==> src/sv/epsm_pkg.sv <==
// Package for the encoder period speed meter.
// Payload structs, register indexes, item codes and size constants.
// No dependencies.
`default_nettype none

package epsm_pkg;

	localparam int TIMER_BITS_DEF = 16;
	localparam int PERIOD_W_DEF   = TIMER_BITS_DEF + 9;
	localparam int NUM_W          = 32;
	localparam int SPEED_W        = 15;
	localparam int OVF_W          = 8;
	localparam int CAP_W          = 16;
	localparam int FUNC_W         = 2;
	localparam int CFG_IDX_W      = 1;

	localparam logic [SPEED_W-1:0] SPEED_CAP = 15'h7fff;

	localparam logic [FUNC_W-1:0] FUNC_OVF     = 2'd0;
	localparam logic [FUNC_W-1:0] FUNC_CAP     = 2'd1;
	localparam logic [FUNC_W-1:0] FUNC_OVF_CAP = 2'd2;

	localparam logic [CFG_IDX_W-1:0] REG_MAX_OVF   = 1'd0;
	localparam logic [CFG_IDX_W-1:0] REG_SPEED_NUM = 1'd1;

	localparam logic [OVF_W-1:0] MAX_OVF_RST   = 8'd4;
	localparam logic [NUM_W-1:0] SPEED_NUM_RST = 32'd1000000;

	typedef struct packed {
		logic [FUNC_W-1:0] func;
		logic [CAP_W-1:0]  capture_value;
	} epsm_item_t;

	typedef struct packed {
		logic [SPEED_W-1:0] speed;
		logic               speed_updated;
	} epsm_result_t;

endpackage

`default_nettype wire

==> src/sv/encoder_period_speed_meter.sv <==
// Top level of the encoder period speed meter: item control, period and output register.
// Depends on epsm_pkg and epsm_div.
//
//  channel  | handshake                 | payload
//  ---------+---------------------------+------------------------------
//  item     | item_valid / item_stall   | item   (func, capture_value)
//  result   | result_valid/result_stall | result (speed, speed_updated)
//  cfg      | cfg_valid / cfg_ready     | cfg_index, cfg_data
//
// Overflow-only and first-capture items go through pend_q to the output register.
// A second capture goes through the period sum, then 32 bit-serial divide steps.
// item_stall is high while an item is in flight; the output register holds one
// finished result, so a new item is taken while result_stall is high.
// No clearing pass after reset; cfg writes are always ready.
`default_nettype none

module encoder_period_speed_meter import epsm_pkg::*; #(
	parameter int TIMER_BITS = TIMER_BITS_DEF
) (
	input  wire logic                 clk,
	input  wire logic                 arst_n,
	input  wire logic                 item_valid,
	output logic                      item_stall,
	input  wire epsm_item_t           item,
	output logic                      result_valid,
	input  wire logic                 result_stall,
	output epsm_result_t              result,
	input  wire logic                 cfg_valid,
	output logic                      cfg_ready,
	input  wire logic [CFG_IDX_W-1:0] cfg_index,
	input  wire logic [NUM_W-1:0]     cfg_data
);

	localparam int PERIOD_W = TIMER_BITS + 9;
	localparam int CW = (TIMER_BITS < CAP_W) ? TIMER_BITS : CAP_W;
	localparam int BW = TIMER_BITS + 1;
	localparam logic [BW-1:0] TMAX_EXT = {1'b0, {TIMER_BITS{1'b1}}};

	localparam logic [1:0] ST_IDLE = 2'd0;
	localparam logic [1:0] ST_PER  = 2'd1;
	localparam logic [1:0] ST_DIV  = 2'd2;
	localparam logic [1:0] ST_POST = 2'd3;

	logic [1:0]          state_q;
	logic [OVF_W-1:0]    max_ovf_q;
	logic [NUM_W-1:0]    num_q;
	logic [CW-1:0]       first_q;
	logic                have_q;
	logic [OVF_W-1:0]    ovf_q;
	logic [SPEED_W-1:0]  speed_q;
	logic [BW-1:0]       base_s1;
	logic [PERIOD_W-1:0] extra_s1;
	epsm_result_t        pend_q;
	epsm_result_t        out_q;
	logic                out_valid_q;

	logic                accept;
	logic                is_ovf;
	logic                is_cap;
	logic [CW-1:0]       cap;
	logic [CW-1:0]       first_n;
	logic                have_n;
	logic [OVF_W-1:0]    ovf_n;
	logic [SPEED_W-1:0]  speed_n;
	logic                upd_n;
	logic                go_div;
	logic [OVF_W-1:0]    k;
	logic [BW-1:0]       base_n;
	logic [PERIOD_W-1:0] extra_n;
	logic [PERIOD_W-1:0] period;
	logic                out_free;
	logic                div_done;
	logic [SPEED_W-1:0]  div_quot;

	assign accept   = item_valid && !item_stall;
	assign cap      = item.capture_value[CW-1:0];
	assign is_ovf   = (item.func == FUNC_OVF) || (item.func == FUNC_OVF_CAP);
	assign is_cap   = (item.func == FUNC_CAP) || (item.func == FUNC_OVF_CAP);
	assign out_free = !out_valid_q || !result_stall;

	always_comb begin
		have_n  = have_q;
		first_n = first_q;
		ovf_n   = ovf_q;
		speed_n = speed_q;
		upd_n   = 1'b0;
		go_div  = 1'b0;
		if (is_ovf) begin
			if (({1'b0, ovf_q} + 9'd1) > {1'b0, max_ovf_q}) begin
				have_n  = 1'b0;
				first_n = '0;
				ovf_n   = '0;
				speed_n = '0;
				upd_n   = 1'b1;
			end else begin
				ovf_n = ovf_q + 1'b1;
			end
		end
		if (is_cap) begin
			if (!have_n) begin
				first_n = cap;
				have_n  = 1'b1;
				ovf_n   = '0;
			end else begin
				have_n = 1'b0;
				upd_n  = 1'b1;
				go_div = 1'b1;
			end
		end
	end

	// period pieces: wrap-aware difference, plus TMAX per extra overflow
	assign k       = (ovf_n > 8'd1) ? ovf_n - 1'b1 : '0;
	assign extra_n = {1'b0, k, {TIMER_BITS{1'b0}}} - PERIOD_W'(k);
	assign base_n  = (cap > first_n) ? BW'(cap) - BW'(first_n)
	                                 : TMAX_EXT - BW'(first_n) + BW'(cap);
	assign period  = PERIOD_W'(base_s1) + extra_s1;

	always_ff @(posedge clk or negedge arst_n) begin
		if (!arst_n) begin
			state_q     <= ST_IDLE;
			max_ovf_q   <= MAX_OVF_RST;
			num_q       <= SPEED_NUM_RST;
			first_q     <= '0;
			have_q      <= 1'b0;
			ovf_q       <= '0;
			speed_q     <= '0;
			out_valid_q <= 1'b0;
		end else begin
			if (cfg_valid && cfg_ready) begin
				unique case (cfg_index)
					REG_MAX_OVF:   max_ovf_q <= cfg_data[OVF_W-1:0];
					REG_SPEED_NUM: num_q     <= cfg_data;
				endcase
			end
			if (state_q == ST_POST && out_free) begin
				out_valid_q <= 1'b1;
			end else if (!result_stall) begin
				out_valid_q <= 1'b0;
			end
			unique case (state_q)
				ST_IDLE: begin
					if (accept) begin
						have_q  <= have_n;
						first_q <= first_n;
						ovf_q   <= ovf_n;
						speed_q <= speed_n;
						state_q <= go_div ? ST_PER : ST_POST;
					end
				end
				ST_PER: begin
					state_q <= ST_DIV;
				end
				ST_DIV: begin
					if (div_done) begin
						speed_q <= div_quot;
						state_q <= ST_POST;
					end
				end
				ST_POST: begin
					if (out_free) begin
						state_q <= ST_IDLE;
					end
				end
			endcase
		end
	end

	always_ff @(posedge clk) begin
		if (accept) begin
			base_s1  <= base_n;
			extra_s1 <= extra_n;
			pend_q   <= '{speed: speed_n, speed_updated: upd_n};
		end
		if (state_q == ST_DIV && div_done) begin
			pend_q <= '{speed: div_quot, speed_updated: 1'b1};
		end
		if (state_q == ST_POST && out_free) begin
			out_q <= pend_q;
		end
	end

	epsm_div #(
		.DIV_W(PERIOD_W)
	) u_div (
		.clk     (clk),
		.arst_n  (arst_n),
		.start   (state_q == ST_PER),
		.dividend(num_q),
		.divisor (period),
		.done    (div_done),
		.quot    (div_quot)
	);

	assign item_stall   = (state_q != ST_IDLE);
	assign result_valid = out_valid_q;
	assign result       = out_q;
	assign cfg_ready    = 1'b1;

endmodule

`default_nettype wire

==> src/sv/epsm_div.sv <==
// Bit-serial restoring divider, one quotient bit per cycle, saturating quotient.
// Depends on epsm_pkg.
`default_nettype none

module epsm_div import epsm_pkg::*; #(
	parameter int DIV_W = PERIOD_W_DEF
) (
	input  wire logic               clk,
	input  wire logic               arst_n,
	input  wire logic               start,
	input  wire logic [NUM_W-1:0]   dividend,
	input  wire logic [DIV_W-1:0]   divisor,
	output logic                    done,
	output logic [SPEED_W-1:0]      quot
);

	localparam int CNT_W = $clog2(NUM_W);
	localparam logic [CNT_W-1:0] CNT_LAST = CNT_W'(NUM_W - 1);

	logic               busy_q;
	logic               done_q;
	logic [CNT_W-1:0]   cnt_q;
	logic [NUM_W-1:0]   num_q;
	logic [DIV_W-1:0]   divisor_q;
	logic [DIV_W-1:0]   rem_q;
	logic [SPEED_W-1:0] q_q;
	logic               sat_q;

	logic [DIV_W:0] shifted;
	logic [DIV_W:0] diff;
	logic           ge;

	assign shifted = {rem_q, num_q[NUM_W-1]};
	assign diff    = shifted - {1'b0, divisor_q};
	assign ge      = shifted >= {1'b0, divisor_q};

	always_ff @(posedge clk or negedge arst_n) begin
		if (!arst_n) begin
			busy_q <= 1'b0;
			done_q <= 1'b0;
			cnt_q  <= '0;
		end else begin
			done_q <= 1'b0;
			if (start) begin
				busy_q <= 1'b1;
				cnt_q  <= '0;
			end else if (busy_q) begin
				cnt_q <= cnt_q + 1'b1;
				if (cnt_q == CNT_LAST) begin
					busy_q <= 1'b0;
					done_q <= 1'b1;
				end
			end
		end
	end

	// zero divisor yields all-ones quotient, which saturates to the cap
	always_ff @(posedge clk) begin
		if (start) begin
			num_q     <= dividend;
			divisor_q <= divisor;
			rem_q     <= '0;
			q_q       <= '0;
			sat_q     <= 1'b0;
		end else if (busy_q) begin
			num_q <= {num_q[NUM_W-2:0], 1'b0};
			rem_q <= ge ? diff[DIV_W-1:0] : shifted[DIV_W-1:0];
			q_q   <= {q_q[SPEED_W-2:0], ge};
			sat_q <= sat_q | q_q[SPEED_W-1];
		end
	end

	assign done = done_q;
	assign quot = sat_q ? SPEED_CAP : q_q;

endmodule

`default_nettype wire
==> config.mk <==
export PLATFORM = sky130hd
export DESIGN_NAME = encoder_period_speed_meter
export DESIGN_NICKNAME = d
export VERILOG_FILES = /design/src/sv/epsm_pkg.sv /design/src/sv/encoder_period_speed_meter.sv /design/src/sv/epsm_div.sv
export SDC_FILE = /design/constraint.sdc
export NUM_CORES = 1
export LEC_CHECK = 0
export ABC_AREA = 0
export BUFFER_PORTS_ARGS = -buffer_cell sky130_fd_sc_hd__buf_2
export CAP_MARGIN = 15
export CELL_PAD_IN_SITES_DETAIL_PLACEMENT = 1
export CELL_PAD_IN_SITES_GLOBAL_PLACEMENT = 1
export CORE_MARGIN = 2
export CORE_UTILIZATION = 35
export CTS_CLUSTER_SIZE = 20
export DETAILED_ROUTE_END_ITERATION = 16
export GPL_ROUTABILITY_DRIVEN = 0
export PLACE_DENSITY = 0.71
export SLEW_MARGIN = 10
export SYNTH_ARGS = -nofsm -noshare
export SYNTH_HDL_FRONTEND = slang
export SYNTH_HIERARCHICAL = 1
export SYNTH_SLANG_ARGS = --single-unit
==> constraint.sdc <==
create_clock -name clk -period 7.6 [get_ports clk]
set_input_delay 1.52 -clock clk [delete_from_list [all_inputs] [get_ports clk]]
set_output_delay 1.52 -clock clk [all_outputs]
set_load 0.02 [all_outputs]
==> results by group <==
Timing
  • Post-route setup TNS: 0 ns
  • Final period util: between 90% and 100%
  • RSZ-0062 raised after global routing: false
  • FMAX: approximately 0.14 GHz
  • Fin. max-slew vios: 0
  • # setup viols final: 0
  • Clock Skews: between 0.008 and 0.009 ns
  • Worst slew pin tran: 1.01 ns
  • Crit path time final: 6.90 ns
  • Final Hold Fails: 0
  • Max_slew headroom: 32.5%

Layout
  • Commonest non-fill, non-tap cell in the layout: edfxtp_1
  • Final #Nets: around 1600
  • Syn-to-layout area delta: 12.6%
  • FILL cells: ~4600
  • Fin util: approximately two fifths
  • Ant diodes: 0
  • Final std cells w/o fill: ~2000
  • Commonest cells after routing, fill and taps aside: edfxtp_1 (129), nand2_1 (93), nor2_1 (93)
  • Share of layout cells above drive strength 1: a little under a fifth
  • Fin area: 16900 µm²

Clocking
  • TritonCTS Buffers: 30
  • Post CTS Setup Buffer Count: 0
  • CTS Root Cell: clkbuf_16
  • CTS Hold Bufs: 0
  • Htree depth: 1
  • Sinks on Clock Net: approximately 260
  • Reg clk slew, reported paths: ~0.060 ns
  • CTS Buffer Depth: 3
  • CTS tree: built
  • Clk_lat worst skew: 0.57 ns
  • Post-CTS sizing: 0

Detailed routing
  • DRC viols: 0
  • 1st-iter DRT viols: between 500 and 600
  • Antenna viol nets, final: 0
  • Via/cell ratio: between 5 and 6
  • DRT Pass-1 Iters: 5
  • Wire length per cell: around 18 µm
  • Total Routed Length: approximately 37000 µm
  • Via count: roughly 11000

Yosys
  • Post-synth top flop: edfxtp_1
  • Syn avg cell area: 10.6 µm²
  • Cells after Synth: about 1400
  • Distinct cells, synth: around 100
  • Synth top area share: between 20% and 30%
  • Synthesized cell area: around 15000 µm²
  • Synth top area cells: edfxtp_1 (26%), dfrtp_1 (14%), ha_1 (7.0%), dfxtp_1 (5.6%), mux2_2 (5.0%)
  • EDFF count, synth: roughly 130
  • Sequential fraction of the synthesis area: 46.5%
  • Syn Nets: 1555
  • Fraction of registers with async set/reset: about a third
  • Yosys reg bits: approximately 260
  • Ys Warns: 6
  • Synth area leader: edfxtp_1

Worst setup path
  • Critical path capture point type: flip-flop
  • Critical path class: reg2reg
  • Critical Path Start Type: flip-flop
  • CP required: roughly 7.9 ns
  • CP max FO: 20
  • Arrival time at the worst endpoint: 7.19 ns

Power
  • Leakage power: 7.08 nW
  • Max VDD drop: around 0.00020 V
  • P per Cell Area: approximately 450 nW/µm²

Placement
  • Area after DPL: between 15000 and 20000 µm²
  • Number of port buffers: between 70 and 80
  • Dpl cells: just under 2000
  • Dpl hpwl: between 20000 and 30000 µm

Hold path
  • Worst Hold Class: reg2reg

Global route
  • Antenna violations before repair: 0
  • Overflow after GRT: 0
  • Largest net degree at the start of global routing: 58
  • All-Layer GR Usage: 16.8%
  • Vias in the first global route: 11600
  • First-pass GRT wire length: about 60000 µm

Die
  • Die ar.: roughly 45000 µm²
  • Top Ports: between 70 and 80
  • # rows: 75
  • Core ar.: between 40000 and 50000 µm²
  • Die width: roughly 210 µm
  • Starting Density: a little over a third
  • Die Height: 211 µm

Outcome
  • Run status: finished, final reports clean

Job
  • Max_cap viols: 0
critical path, stage by stage, from the launching register on:
cell and delay (ns):
dfrtp_1 0.53, ha_1 0.32, nand3_2 0.16, nor2_1 0.28
xnor2_1 0.12, ha_1 0.31, a21o_1 0.16, a21oi_4 0.09
a21oi_1 0.57, nand3_1 0.33, a31oi_4 0.63, a22oi_1 0.23
ha_1 0.49, nand4_1 0.27, nor4_1 0.58, o211ai_1 0.17
nand3b_1 0.21, nor3b_1 0.17, o21ai_0 0.26, a41oi_1 0.20
a211oi_1 0.38, o211ai_1 0.15
stage by stage:
step | power (mW) | hold slack (ns) | setup WS, ns
global route | 8.26 | 0.429 | 0.114
floorplan | 5.25 | 0.400 | 1.66
finish | 7.67 | 0.420 | 0.697
global placement | 6.04 | 0.403 | 0.796
CTS | 7.74 | 0.422 | 0.417
detailed placement | 6.18 | 0.409 | 0.464
where the power goes:
| group | internal (mW) | switching (mW) | leakage, nW | total (mW) |
|---|---|---|---|---|
| clock | 0.897 | 0.597 | 0.495 | 1.49 |
| sequential | 2.17 | 0.260 | 2.71 | 2.43 |
| combinational | 1.54 | 2.20 | 3.88 | 3.74 |
| total | 4.61 | 3.06 | 7.08 | 7.67 |
cell families (layout without fill, tap and decap cells):
family	Yosys count	after routing	synth area share (%)
multiplexers	87	87	6.37
XOR/XNOR	72	72	4.38
other	1	1	0.0250
buffers and inverters	139	216	3.82
flip-flops	261	261	46.5
AND/OR/NAND/NOR	373	373	12.5
adder cells (fa/ha/maj)	88	88	7.54
AO/OA/AOI/OAI	390	390	18.8
worst paths after layout:
path,start,to,cells after the start,slack (ns)
max,ovf_q[0]$_DFFE_PN0P_,base_s1[15]$_DFFE_PP_,21,0.70
min,pend_q[1]$_DFFE_PP_,result[1]$_DFFE_PP_,0,0.42
max reg2reg,ovf_q[0]$_DFFE_PN0P_,base_s1[15]$_DFFE_PP_,21,0.70
min reg2reg,pend_q[1]$_DFFE_PP_,result[1]$_DFFE_PP_,0,0.42
max in group asynchronous,arst_n,u_div/busy_q$_DFF_PN0_,2,5.49
min in group asynchronous,arst_n,max_ovf_q[1]$_DFFE_PN0P_,1,0.95
routing by layer:
metal | GRT usage [%] | share of wire (%) | vias up
met1 | 22.4 | 46 | 5536
met4 | 4.69 | 2.1 | 0
li1 | - | - | 5326
met3 | 2.41 | 3.2 | 49
met5 | 0 | 0 | -
met2 | 28.6 | 48 | 152
cell usage after synthesis, types with 11 or more instances:
| library cell | number |
|---|---|
| a211oi_1 | 12 |
| a21o_1 | 39 |
| a21oi_1 | 73 |
| a22o_1 | 30 |
| a22oi_1 | 17 |
| a311oi_1 | 18 |
| a31oi_1 | 14 |
| and3_1 | 25 |
| buf_1 | 11 |
| clkbuf_1 | 43 |
| dfrtp_1 | 82 |
| dfxtp_1 | 42 |
| edfxtp_1 | 129 |
| ha_1 | 84 |
| inv_1 | 72 |
| mux2_2 | 67 |
| mux2i_1 | 20 |
| nand2_1 | 93 |
| nand2b_1 | 17 |
| nand3_1 | 35 |
| nand4_1 | 15 |
| nor2_1 | 93 |
| nor3_1 | 18 |
| o21a_1 | 12 |
| o21ai_0 | 77 |
| or2_2 | 21 |
| xnor2_1 | 49 |
| xor2_1 | 21 |
state kept, by name (all words and copies together), names as in the netlist, 2 cells and up:
name	flops
base_s1	17
num_q	32
ovf_q	8
u_div/cnt_q	5
result	16
u_div/rem_q	25
first_q	16
speed_q	15
u_div/divisor_q	25
state_q	2
pend_q	16
max_ovf_q	8
extra_s1	24
u_div/q_q	15
u_div/num_q	32
cell type report:
class | count | area, µm² | area share (%)
inverters | 73 | 274 | 1.62
multi-input cells | 1011 | 7470 | 44.2
clock buffers | 41 | 823 | 4.87
clock inverters | 15 | 194 | 1.15
well taps | 539 | 674 | 3.99
flip-flops and latches | 261 | 6980 | 41.3
repair buffers | 87 | 473 | 2.80
(Power assumes the default switching activity.)
